<file path="config.mk">
export PLATFORM = sky130hd
export DESIGN_NAME = ansi_sgr_cursor_encoder
export DESIGN_NICKNAME = d
export VERILOG_FILES = /design/src/rtl/ase_pkg.sv /design/src/rtl/ansi_sgr_cursor_encoder.sv /design/src/rtl/ase_front.sv /design/src/rtl/ase_queue.sv /design/src/rtl/ase_back.sv
export SDC_FILE = /design/constraint.sdc
export NUM_CORES = 1
export LEC_CHECK = 0
export BUFFER_PORTS_ARGS = -buffer_cell sky130_fd_sc_hd__buf_4
export CAP_MARGIN = 15
export CORE_MARGIN = 2
export CORE_UTILIZATION = 50
export CTS_BUF_LIST = sky130_fd_sc_hd__clkbuf_16
export CTS_CLUSTER_SIZE = 40
export DETAILED_ROUTE_END_ITERATION = 16
export PLACE_DENSITY = 0.69
export RECOVER_POWER = 25
export SLEW_MARGIN = 20
export SYNTH_ARGS = -nofsm -noshare
export SYNTH_HDL_FRONTEND = slang
export SYNTH_SLANG_ARGS = --single-unit
</file>
<file path="constraint.sdc">
create_clock -name clock -period 25.5 [get_ports clock]
set_clock_uncertainty 0.1 [all_clocks]
set_input_delay 6.375 -clock clock [delete_from_list [all_inputs] [get_ports clock]]
set_output_delay 6.375 -clock clock [all_outputs]
set_load 0.05 [all_outputs]
</file>
<file path="src/rtl/ase_pkg.sv">
// -----------------------------------------------------------------------------
// ase_pkg
// Types, byte codes and helpers of the ANSI SGR/cursor encoder.
// -----------------------------------------------------------------------------
package ase_pkg;

   localparam int QUEUE_DEPTH_DEFAULT = 2;

   typedef enum logic [1:0] {
      FUNC_WRITE = 2'd0,
      FUNC_MOVE  = 2'd1,
      FUNC_STYLE = 2'd2,
      FUNC_SYNC  = 2'd3
   } func_type;

   typedef struct packed {
      logic [1:0] func;
      logic [7:0] row;
      logic [7:0] col;
      logic [7:0] attr;
      logic [7:0] char_code;
      logic       cursor_visible;
   } req_type;

   typedef struct packed {
      logic [7:0] out_byte;
      logic       last_byte;
   } rsp_type;

   // Byte slots of one item, sent in ascending order, each enabled by a mask bit.
   localparam int SL_A_ESC    = 0;
   localparam int SL_A_LB     = 1;
   localparam int SL_A_ZERO   = 2;
   localparam int SL_A_ZSEP   = 3;
   localparam int SL_BOLD_1   = 4;
   localparam int SL_BOLD_2   = 5;
   localparam int SL_BOLD_SEP = 6;
   localparam int SL_BLINK_2  = 7;
   localparam int SL_BLINK_5  = 8;
   localparam int SL_BLINK_SEP = 9;
   localparam int SL_FG_3     = 10;
   localparam int SL_FG_D     = 11;
   localparam int SL_FG_SEP   = 12;
   localparam int SL_BG_4     = 13;
   localparam int SL_BG_D     = 14;
   localparam int SL_BG_M     = 15;
   localparam int SL_P_ESC    = 16;
   localparam int SL_P_LB     = 17;
   localparam int SL_R_H      = 18;
   localparam int SL_R_T      = 19;
   localparam int SL_R_O      = 20;
   localparam int SL_P_SEP    = 21;
   localparam int SL_C_H      = 22;
   localparam int SL_C_T      = 23;
   localparam int SL_C_O      = 24;
   localparam int SL_P_H      = 25;
   localparam int SL_CHAR     = 26;
   localparam int SL_S_ESC    = 27;
   localparam int SL_S_LB     = 28;
   localparam int SL_S_Q      = 29;
   localparam int SL_S_2      = 30;
   localparam int SL_S_5      = 31;
   localparam int SL_S_HL     = 32;
   localparam int SLOT_COUNT  = 33;
   localparam int SLOT_W      = 6;

   localparam logic [7:0] CH_ESC  = 8'h1B;
   localparam logic [7:0] CH_LB   = 8'h5B;
   localparam logic [7:0] CH_SEMI = 8'h3B;
   localparam logic [7:0] CH_ZERO = 8'h30;
   localparam logic [7:0] CH_ONE  = 8'h31;
   localparam logic [7:0] CH_TWO  = 8'h32;
   localparam logic [7:0] CH_THREE = 8'h33;
   localparam logic [7:0] CH_FOUR = 8'h34;
   localparam logic [7:0] CH_FIVE = 8'h35;
   localparam logic [7:0] CH_M    = 8'h6D;
   localparam logic [7:0] CH_H    = 8'h48;
   localparam logic [7:0] CH_QM   = 8'h3F;
   localparam logic [7:0] CH_SHOW = 8'h68;
   localparam logic [7:0] CH_HIDE = 8'h6C;
   localparam logic [7:0] CH_DOT  = 8'h2E;
   localparam logic [7:0] CH_DEL  = 8'h7F;
   localparam logic [7:0] CH_SPACE = 8'h20;

   localparam logic [7:0] ATTR_BLINK = 8'h80;
   localparam logic [7:0] ATTR_BOLD  = 8'h08;
   localparam logic [7:0] ATTR_FG    = 8'h07;

   typedef struct packed {
      logic [SLOT_COUNT-1:0] mask;
      logic       bold;
      logic       blink;
      logic [2:0] fg;
      logic [2:0] bg;
      logic [3:0] r_h;
      logic [3:0] r_t;
      logic [3:0] r_o;
      logic [3:0] c_h;
      logic [3:0] c_t;
      logic [3:0] c_o;
      logic [7:0] chr;
      logic       vis;
   } job_type;

   // PC colour order to ANSI colour numbers
   function automatic logic [2:0] pc_to_ansi(input logic [2:0] c);
      logic [2:0] r;
      case (c)
         3'd0:    r = 3'd0;
         3'd1:    r = 3'd4;
         3'd2:    r = 3'd2;
         3'd3:    r = 3'd6;
         3'd4:    r = 3'd1;
         3'd5:    r = 3'd5;
         3'd6:    r = 3'd3;
         default: r = 3'd7;
      endcase
      return r;
   endfunction

   // Decimal digits of v (1..256): {hundreds, tens, ones}
   function automatic logic [11:0] to_dec(input logic [8:0] v);
      logic [3:0] h;
      logic [3:0] t;
      logic [7:0] rem;
      logic [7:0] o;
      h = (v >= 9'd200) ? 4'd2 : ((v >= 9'd100) ? 4'd1 : 4'd0);
      rem = 8'(v - 9'(h) * 9'd100);
      t = 4'd0;
      for (int k = 1; k < 10; k++) begin
         if (rem >= 8'(k * 10)) t = t + 4'd1;
      end
      o = rem - 8'(t) * 8'd10;
      return {h, t, o[3:0]};
   endfunction

endpackage

</file>
<file path="src/rtl/ansi_sgr_cursor_encoder.sv">
// -----------------------------------------------------------------------------
// ansi_sgr_cursor_encoder
// Encodes text-mode screen updates as an ANSI terminal byte stream.
// -----------------------------------------------------------------------------
//   channel   direction  handshake        payload
//   req       in         req_push/full    ase_pkg::req_type
//   rsp       out        rsp_pop/empty    ase_pkg::rsp_type
//
// One result byte per cycle from the back end's slot walker while the receiver
// keeps taking bytes; an item holds the back end until all its bytes are sent.
// The first byte passes through the job queue and the result register before
// it reaches the result ports. Items with no bytes are never queued.
// The job queue lets the front take items while the back end still sends.
// Reset is synchronous; the block is ready once it drops.
module ansi_sgr_cursor_encoder #(
   parameter int QUEUE_DEPTH = ase_pkg::QUEUE_DEPTH_DEFAULT
) (
   input  logic             clock,
   input  logic             reset,
   input  logic             req_push,
   input  ase_pkg::req_type req_data,
   output logic             req_full,
   output logic             rsp_empty,
   input  logic             rsp_pop,
   output ase_pkg::rsp_type rsp_data
);
   import ase_pkg::*;

   logic    job_push, job_full, job_pop, job_empty;
   job_type job_data, job_head;

   ase_front u_front (
      .clock    (clock),
      .reset    (reset),
      .req_push (req_push),
      .req_data (req_data),
      .req_full (req_full),
      .job_full (job_full),
      .job_push (job_push),
      .job_data (job_data)
   );

   ase_queue #(.DEPTH(QUEUE_DEPTH)) u_queue (
      .clock     (clock),
      .reset     (reset),
      .push      (job_push),
      .push_data (job_data),
      .full      (job_full),
      .pop       (job_pop),
      .empty     (job_empty),
      .head      (job_head)
   );

   ase_back u_back (
      .clock     (clock),
      .reset     (reset),
      .job_empty (job_empty),
      .job_head  (job_head),
      .job_pop   (job_pop),
      .rsp_empty (rsp_empty),
      .rsp_pop   (rsp_pop),
      .rsp_data  (rsp_data)
   );

endmodule

</file>
<file path="src/rtl/ase_front.sv">
// -----------------------------------------------------------------------------
// ase_front
// Takes screen updates, checks them against the tracked terminal state and
// turns each that needs bytes into a byte-slot job for the back end.
// -----------------------------------------------------------------------------
module ase_front (
   input  logic             clock,
   input  logic             reset,
   input  logic             req_push,
   input  ase_pkg::req_type req_data,
   output logic             req_full,
   input  logic             job_full,
   output logic             job_push,
   output ase_pkg::job_type job_data
);
   import ase_pkg::*;

   logic       attr_known_ff, attr_known_in;
   logic [7:0] current_attr_ff, current_attr_in;
   logic       bold_on_ff, bold_on_in;
   logic       blink_on_ff, blink_on_in;
   logic [2:0] fg_color_ff, fg_color_in;
   logic [2:0] bg_color_ff, bg_color_in;
   logic       pos_known_ff, pos_known_in;
   logic [7:0] tracked_row_ff, tracked_row_in;
   logic [8:0] tracked_col_ff, tracked_col_in;
   logic       style_known_ff, style_known_in;
   logic       cursor_shown_ff, cursor_shown_in;

   logic       accept;
   logic       is_write, is_move, is_style;
   logic       bold, blink, full_seq, attr_chg;
   logic [2:0] fg, bg;
   logic       p_bold, p_blink, p_fg, p_bg, p_attr, p_pos, p_style;
   logic [8:0] r1, c1;
   logic [11:0] rd, cd;
   logic [7:0] chr;
   job_type    job;

   assign req_full = job_full;
   assign accept   = req_push && !job_full;

   assign is_write = (req_data.func == FUNC_WRITE);
   assign is_move  = (req_data.func == FUNC_MOVE);
   assign is_style = (req_data.func == FUNC_STYLE);

   assign fg    = pc_to_ansi(req_data.attr[2:0]);
   assign bg    = pc_to_ansi(req_data.attr[6:4]);
   assign bold  = |(req_data.attr & ATTR_BOLD);
   assign blink = |(req_data.attr & ATTR_BLINK);

   assign attr_chg = !attr_known_ff || (current_attr_ff != req_data.attr);
   assign full_seq = is_write && !attr_known_ff;
   assign p_bold   = is_write && (full_seq ? bold  : (bold != bold_on_ff));
   assign p_blink  = is_write && (full_seq ? blink : (blink != blink_on_ff));
   assign p_fg     = is_write && (full_seq || (fg != fg_color_ff));
   assign p_bg     = is_write && (full_seq || (bg != bg_color_ff));
   assign p_attr   = full_seq || p_bold || p_blink || p_fg || p_bg;

   assign p_pos = (is_write || is_move) && (!pos_known_ff
                  || (tracked_row_ff != req_data.row)
                  || (tracked_col_ff != {1'b0, req_data.col}));
   assign p_style = is_style && (!style_known_ff
                    || (cursor_shown_ff != req_data.cursor_visible));

   assign r1 = {1'b0, req_data.row} + 9'd1;
   assign c1 = {1'b0, req_data.col} + 9'd1;
   assign rd = to_dec(r1);
   assign cd = to_dec(c1);

   assign chr = ((req_data.char_code < CH_SPACE) || (req_data.char_code == CH_DEL))
                ? CH_DOT : req_data.char_code;

   always_comb begin
      job = '0;
      job.mask[SL_A_ESC]     = p_attr;
      job.mask[SL_A_LB]      = p_attr;
      job.mask[SL_A_ZERO]    = full_seq;
      job.mask[SL_A_ZSEP]    = full_seq;
      job.mask[SL_BOLD_1]    = p_bold;
      job.mask[SL_BOLD_2]    = p_bold && !bold;
      job.mask[SL_BOLD_SEP]  = p_bold;
      job.mask[SL_BLINK_2]   = p_blink && !blink;
      job.mask[SL_BLINK_5]   = p_blink;
      job.mask[SL_BLINK_SEP] = p_blink;
      job.mask[SL_FG_3]      = p_fg;
      job.mask[SL_FG_D]      = p_fg;
      job.mask[SL_FG_SEP]    = p_fg;
      job.mask[SL_BG_4]      = p_bg;
      job.mask[SL_BG_D]      = p_bg;
      job.mask[SL_BG_M]      = p_bg;
      job.mask[SL_P_ESC]     = p_pos;
      job.mask[SL_P_LB]      = p_pos;
      job.mask[SL_R_H]       = p_pos && (r1 >= 9'd100);
      job.mask[SL_R_T]       = p_pos && (r1 >= 9'd10);
      job.mask[SL_R_O]       = p_pos;
      job.mask[SL_P_SEP]     = p_pos;
      job.mask[SL_C_H]       = p_pos && (c1 >= 9'd100);
      job.mask[SL_C_T]       = p_pos && (c1 >= 9'd10);
      job.mask[SL_C_O]       = p_pos;
      job.mask[SL_P_H]       = p_pos;
      job.mask[SL_CHAR]      = is_write;
      job.mask[SL_S_ESC]     = p_style;
      job.mask[SL_S_LB]      = p_style;
      job.mask[SL_S_Q]       = p_style;
      job.mask[SL_S_2]       = p_style;
      job.mask[SL_S_5]       = p_style;
      job.mask[SL_S_HL]      = p_style;
      job.bold  = bold;
      job.blink = blink;
      job.fg    = fg;
      job.bg    = bg;
      job.r_h   = rd[11:8];
      job.r_t   = rd[7:4];
      job.r_o   = rd[3:0];
      job.c_h   = cd[11:8];
      job.c_t   = cd[7:4];
      job.c_o   = cd[3:0];
      job.chr   = chr;
      job.vis   = req_data.cursor_visible;
   end

   assign job_push = accept && (|job.mask);
   assign job_data = job;

   always_comb begin
      attr_known_in   = attr_known_ff;
      current_attr_in = current_attr_ff;
      bold_on_in      = bold_on_ff;
      blink_on_in     = blink_on_ff;
      fg_color_in     = fg_color_ff;
      bg_color_in     = bg_color_ff;
      pos_known_in    = pos_known_ff;
      tracked_row_in  = tracked_row_ff;
      tracked_col_in  = tracked_col_ff;
      style_known_in  = style_known_ff;
      cursor_shown_in = cursor_shown_ff;
      if (accept) begin
         case (req_data.func)
            FUNC_WRITE: begin
               if (attr_chg) begin
                  attr_known_in   = 1'b1;
                  current_attr_in = req_data.attr;
                  bold_on_in      = bold;
                  blink_on_in     = blink;
                  fg_color_in     = fg;
                  bg_color_in     = bg;
               end
               pos_known_in   = 1'b1;
               tracked_row_in = req_data.row;
               tracked_col_in = c1;
            end
            FUNC_MOVE: begin
               pos_known_in   = 1'b1;
               tracked_row_in = req_data.row;
               tracked_col_in = {1'b0, req_data.col};
            end
            FUNC_STYLE: begin
               style_known_in  = 1'b1;
               cursor_shown_in = req_data.cursor_visible;
            end
            default: begin
               attr_known_in  = 1'b0;
               pos_known_in   = 1'b0;
               style_known_in = 1'b0;
            end
         endcase
      end
   end

   always_ff @(posedge clock) begin
      if (reset) begin
         attr_known_ff   <= 1'b0;
         current_attr_ff <= '0;
         bold_on_ff      <= 1'b0;
         blink_on_ff     <= 1'b0;
         fg_color_ff     <= '0;
         bg_color_ff     <= '0;
         pos_known_ff    <= 1'b0;
         tracked_row_ff  <= '0;
         tracked_col_ff  <= '0;
         style_known_ff  <= 1'b0;
         cursor_shown_ff <= 1'b0;
      end else begin
         attr_known_ff   <= attr_known_in;
         current_attr_ff <= current_attr_in;
         bold_on_ff      <= bold_on_in;
         blink_on_ff     <= blink_on_in;
         fg_color_ff     <= fg_color_in;
         bg_color_ff     <= bg_color_in;
         pos_known_ff    <= pos_known_in;
         tracked_row_ff  <= tracked_row_in;
         tracked_col_ff  <= tracked_col_in;
         style_known_ff  <= style_known_in;
         cursor_shown_ff <= cursor_shown_in;
      end
   end

endmodule

</file>
<file path="src/rtl/ase_queue.sv">
// -----------------------------------------------------------------------------
// ase_queue
// Short job queue between the front and the back end.
// -----------------------------------------------------------------------------
module ase_queue #(
   parameter int DEPTH = ase_pkg::QUEUE_DEPTH_DEFAULT
) (
   input  logic             clock,
   input  logic             reset,
   input  logic             push,
   input  ase_pkg::job_type push_data,
   output logic             full,
   input  logic             pop,
   output logic             empty,
   output ase_pkg::job_type head
);
   import ase_pkg::*;

   localparam int PW = (DEPTH > 1) ? $clog2(DEPTH) : 1;
   localparam int CW = $clog2(DEPTH + 1);

   job_type         mem_ff [DEPTH];
   logic [PW-1:0]   wr_ff, wr_in, rd_ff, rd_in;
   logic [CW-1:0]   count_ff, count_in;
   logic            do_push, do_pop;

   assign full    = (count_ff == CW'(DEPTH));
   assign empty   = (count_ff == '0);
   assign do_push = push && !full;
   assign do_pop  = pop && !empty;
   assign head    = mem_ff[rd_ff];

   always_comb begin
      wr_in    = wr_ff;
      rd_in    = rd_ff;
      count_in = count_ff;
      if (do_push) wr_in = (wr_ff == PW'(DEPTH - 1)) ? '0 : wr_ff + PW'(1);
      if (do_pop)  rd_in = (rd_ff == PW'(DEPTH - 1)) ? '0 : rd_ff + PW'(1);
      if (do_push && !do_pop) count_in = count_ff + CW'(1);
      if (do_pop && !do_push) count_in = count_ff - CW'(1);
   end

   always_ff @(posedge clock) begin
      if (do_push) mem_ff[wr_ff] <= push_data;
   end

   always_ff @(posedge clock) begin
      if (reset) begin
         wr_ff    <= '0;
         rd_ff    <= '0;
         count_ff <= '0;
      end else begin
         wr_ff    <= wr_in;
         rd_ff    <= rd_in;
         count_ff <= count_in;
      end
   end

endmodule

</file>
<file path="src/rtl/ase_back.sv">
// -----------------------------------------------------------------------------
// ase_back
// Walks the enabled byte slots of each job into the result register, one byte
// a cycle while that register is empty or its byte is taken.
// -----------------------------------------------------------------------------
module ase_back (
   input  logic             clock,
   input  logic             reset,
   input  logic             job_empty,
   input  ase_pkg::job_type job_head,
   output logic             job_pop,
   output logic             rsp_empty,
   input  logic             rsp_pop,
   output ase_pkg::rsp_type rsp_data
);
   import ase_pkg::*;

   logic                  busy_ff, busy_in;
   job_type               job_ff, job_in;
   logic                  out_valid_ff, out_valid_in;
   rsp_type               out_ff, out_in;
   job_type               cur;
   logic [SLOT_COUNT-1:0] rest;
   logic [SLOT_W-1:0]     slot;
   logic                  advance, step;
   logic [7:0]            b;

   assign cur     = busy_ff ? job_ff : job_head;
   assign advance = !out_valid_ff || rsp_pop;
   assign step    = advance && (busy_ff || !job_empty);
   assign job_pop = step && !busy_ff;

   always_comb begin
      slot = '0;
      for (int k = SLOT_COUNT - 1; k >= 0; k--) begin
         if (cur.mask[k]) slot = SLOT_W'(k);
      end
   end

   always_comb begin
      rest = cur.mask;
      rest[slot] = 1'b0;
   end

   always_comb begin
      case (int'(slot))
         SL_A_ESC, SL_P_ESC, SL_S_ESC: b = CH_ESC;
         SL_A_LB, SL_P_LB, SL_S_LB:    b = CH_LB;
         SL_A_ZERO:    b = CH_ZERO;
         SL_A_ZSEP, SL_P_SEP: b = CH_SEMI;
         SL_BOLD_1:    b = cur.bold ? CH_ONE : CH_TWO;
         SL_BOLD_2, SL_BLINK_2, SL_S_2: b = CH_TWO;
         // last part of an SGR sequence closes with 'm'
         SL_BOLD_SEP:  b = (cur.mask[SL_BLINK_5] || cur.mask[SL_FG_3]
                            || cur.mask[SL_BG_4]) ? CH_SEMI : CH_M;
         SL_BLINK_5, SL_S_5: b = CH_FIVE;
         SL_BLINK_SEP: b = (cur.mask[SL_FG_3] || cur.mask[SL_BG_4]) ? CH_SEMI : CH_M;
         SL_FG_3:      b = CH_THREE;
         SL_FG_D:      b = CH_ZERO + {5'd0, cur.fg};
         SL_FG_SEP:    b = cur.mask[SL_BG_4] ? CH_SEMI : CH_M;
         SL_BG_4:      b = CH_FOUR;
         SL_BG_D:      b = CH_ZERO + {5'd0, cur.bg};
         SL_BG_M:      b = CH_M;
         SL_R_H:       b = CH_ZERO + {4'd0, cur.r_h};
         SL_R_T:       b = CH_ZERO + {4'd0, cur.r_t};
         SL_R_O:       b = CH_ZERO + {4'd0, cur.r_o};
         SL_C_H:       b = CH_ZERO + {4'd0, cur.c_h};
         SL_C_T:       b = CH_ZERO + {4'd0, cur.c_t};
         SL_C_O:       b = CH_ZERO + {4'd0, cur.c_o};
         SL_P_H:       b = CH_H;
         SL_CHAR:      b = cur.chr;
         SL_S_Q:       b = CH_QM;
         SL_S_HL:      b = cur.vis ? CH_SHOW : CH_HIDE;
         default:      b = CH_DOT;
      endcase
   end

   always_comb begin
      busy_in      = busy_ff;
      job_in       = job_ff;
      out_valid_in = out_valid_ff && !rsp_pop;
      out_in       = out_ff;
      if (step) begin
         job_in          = cur;
         job_in.mask     = rest;
         busy_in         = |rest;
         out_valid_in    = 1'b1;
         out_in.out_byte = b;
         out_in.last_byte = ~|rest;
      end
   end

   always_ff @(posedge clock) begin
      job_ff <= job_in;
      out_ff <= out_in;
   end

   always_ff @(posedge clock) begin
      if (reset) begin
         busy_ff      <= 1'b0;
         out_valid_ff <= 1'b0;
      end else begin
         busy_ff      <= busy_in;
         out_valid_ff <= out_valid_in;
      end
   end

   assign rsp_empty = !out_valid_ff;
   assign rsp_data  = out_ff;

endmodule

</file>
==> results.ini <==
[status]
status=finished, violations left
failed_checks=capacitance limit, slew limit

[cts]
cts.sinks=226
cts_hold_buf=0
cts_htree_levels=1
cts_tree=built
cts_made_buffers=25
post-cts-setup-buffer-count=0
clockRootBuffer=clkbuf_16
clk_path_buf_depth=3
cts-resized-gates=0
clk_latency_ns=0.52
clkTransAtPathRegs_ns=0.06

[floorplan]
core_area_um2=26650
fp.dieArea_um2=28210
die_y_um=168.0
die_w_um=168.0
rows=60
io_pins=50
start_util=0.5043

[logic_synthesis]
yosysSeqAreaShare=0.4737
synth-seq-cells=226
syn-cell-area_um2=13440
synth_top_area_share=0.4111
synth-async-reset-ratio=0
netlist_top_cells_area=edfxtp_1 41%, dfxtp_1 6.3%, mux2i_1 5.4%, xnor2_1 4.0%, nand2_1 3.5%
synth_nets=1369
synthTopCellsByCount=184 x edfxtp_1, 126 x nand2_1, 95 x nor2_1, 85 x o21ai_0, 77 x a21oi_1
yosysWarnings=0
synth_cell_types=100
synthFlopType=edfxtp_1
yosysMostFrequentCell=edfxtp_1
synth_area_leader_cell=edfxtp_1
synth_edf_count=184
netlist_instances=1292
avgSynthCellArea_um2=10.40

[timing]
final.setup.tns_ns=0
slew_violations=201
slew_headroom=-0.9610
finalCritPeriodShare=0.5834
whs_ns=0.3493
setup-violations-final=0
worstMarginPinSlew_ns=2.867
finalHoldViolations=0
max_freq_mhz=67.22
rsz0062_at_grt=false
fin_crit_ns=14.88

[routing]
viasPerCell=5.961
ant_nets=0
vias=9984
wire_per_inst_um=19.05
drc=0
wirelength_mm=31.91
first_pass_iters=5
dr.first_iter.drc_count=892

[cells_and_area]
areaGrowthSynthToFinish_pct=9.719
n_fill_cell=2315
final_layout_size_suffix_gt1_frac=0.1049
layout.nets=1393
n_antenna_cell=0

[power]
power_density_nw_per_um2=142.7
leakagePower_nw=5.341
irDropWorstVdd_v=0.00006740

[worst_setup_path]
cp-end-kind=register
cpMostUsedCell=ha_1
crit_type=input port to register
worst_ep_arrival_time_ns=15.01
worstSetupStartpointType=input port
crit_required_ns=25.64
cpPeakStageDelay_ns=0.45
slowest_stage=fa_1
cp_max_fo=10

[global_routing]
antenna_found_initial=0
grt_pass1_wl_mm=50.84
grt_max_degree=83
grt_pass1_vias=9646
overflow=0
grt_use_total=0.2247

[hold_path]
hp-class=register to register

[placed_design]
place.gp.congestion=0.9661
hpwlAfterDp_mm=22.84
place.port_buffers=49

[flow_run]
drv_cap=6

==> report_power, final <==
part           internal (mW)  switching (mW)
combinational          0.400           0.663
sequential             0.630          0.0684
clock                  0.199           0.144
==> layout by cell type, fill, tap and decap left out, types with 13 or more instances in the layout <==
cell type  count
ha_1          34
clkbuf_1      15
edfxtp_1     184
nor3_1        35
dfxtp_1       41
nand2_1      126
inv_1         58
mux2_2        19
o21ai_0       86
a21oi_1       76
mux2i_1       74
nand4_1       16
buf_4         45
xnor2_1       62
nand2b_1      16
a31oi_1       13
nand3_1       27
clkbuf_16     25
nor2_1        94
xor2_1        22
==> registers in the layout (all words and copies together), names as in the netlist, named ones only <==
signal,flops
u_back.busy_ff,1
u_back.job_ff,73
u_back.out_valid_ff,1
u_back.rsp_data,9
u_front.attr_known_ff,1
u_front.bg_color_ff,3
u_front.blink_on_ff,1
u_front.current_attr_ff,7
u_front.cursor_shown_ff,1
u_front.fg_color_ff,3
u_front.pos_known_ff,1
u_front.style_known_ff,1
u_front.tracked_col_ff,9
u_front.tracked_row_ff,8
u_queue.count_ff,2
u_queue.mem_ff,102
u_queue.rd_ff,1
u_queue.wr_ff,1
==> worst paths after layout <==
path | start | end | slack (ns) | depth (start not counted)
worst max-delay path | req_data[17] | u_queue.mem_ff[1][12]$_DFFE_PP_ | 10.62 | 37
worst min-delay path | u_front.tracked_col_ff[8]$_SDFFE_PP0P_ | u_front.tracked_col_ff[8]$_SDFFE_PP0P_ | 0.35 | 2
worst max register to register | u_back.busy_ff$_SDFFE_PP0P_ | u_back.busy_ff$_SDFFE_PP0P_ | 16.31 | 11
worst min register to register | u_front.tracked_col_ff[8]$_SDFFE_PP0P_ | u_front.tracked_col_ff[8]$_SDFFE_PP0P_ | 0.35 | 2
==> worst max-delay path: cells and delay by family <==
kind / cells / cell delay, ns
fa+ha+maj: 11 / 3.55
mux: 6 / 1.59
simple gates: 7 / 1.17
compound gates: 6 / 1.15
xor+xnor: 3 / 0.61
buf+inv: 4 / 0.54
==> layout make-up <==
| class | instances | area (µm²) | share of cell area |
|---|---|---|---|
| multi-input cells | 951 | 6558 | 0.4447 |
| repair buffers | 61 | 421.7 | 0.02859 |
| well taps | 341 | 426.7 | 0.02893 |
| clock inverters | 20 | 156.4 | 0.01061 |
| clock buffers | 25 | 625.6 | 0.04242 |
| inverters | 51 | 191.4 | 0.01298 |
| flip-flops and latches | 226 | 6367 | 0.4318 |
==> logic make-up (layout without fill, tap and decap cells) <==
family                     Yosys count  count (layout)  synth area share
and+or+nand+nor                    417             417            0.1567
AOI/OAI and AO/OA                  302             302            0.1487
DFF                                226             226            0.4737
buffers and inverters              115             157           0.03631
muxes                               97              97           0.07503
xor gates and xnor gates            96              96           0.07177
adders and majority gates           38              38           0.03761
other                                1               1         0.0002790
==> routing by layer <==
| layer | up-vias | global-route usage | wire [µm] |
|---|---|---|---|
| met3 | 71 | 0.02868 | 1844 |
| met2 | 312 | 0.3796 | 15050 |
| met1 | 4763 | 0.3024 | 14090 |
| met4 | 0 | 0.07221 | 926 |
| li1 | 4838 | - | - |
| met5 | - | 0 | 0 |
==> through the flow <==
step | setup slack [ns] | power [mW] | instances | cell area, µm² | util
floorplan | 11.39 | 1.488 | 1292 | 13440 | -
finish | 10.62 | 2.105 | 1675 | 14750 | 0.5533
global route | 9.820 | 2.239 | 1675 | 14750 | 0.5533
CTS | 10.86 | 2.105 | 1674 | 14830 | 0.5566
global placement | 10.72 | 1.730 | 1629 | 14050 | 0.5273
detailed placement | 10.33 | 1.753 | 1629 | 14050 | 0.5273
(Power assumes the default switching activity.)
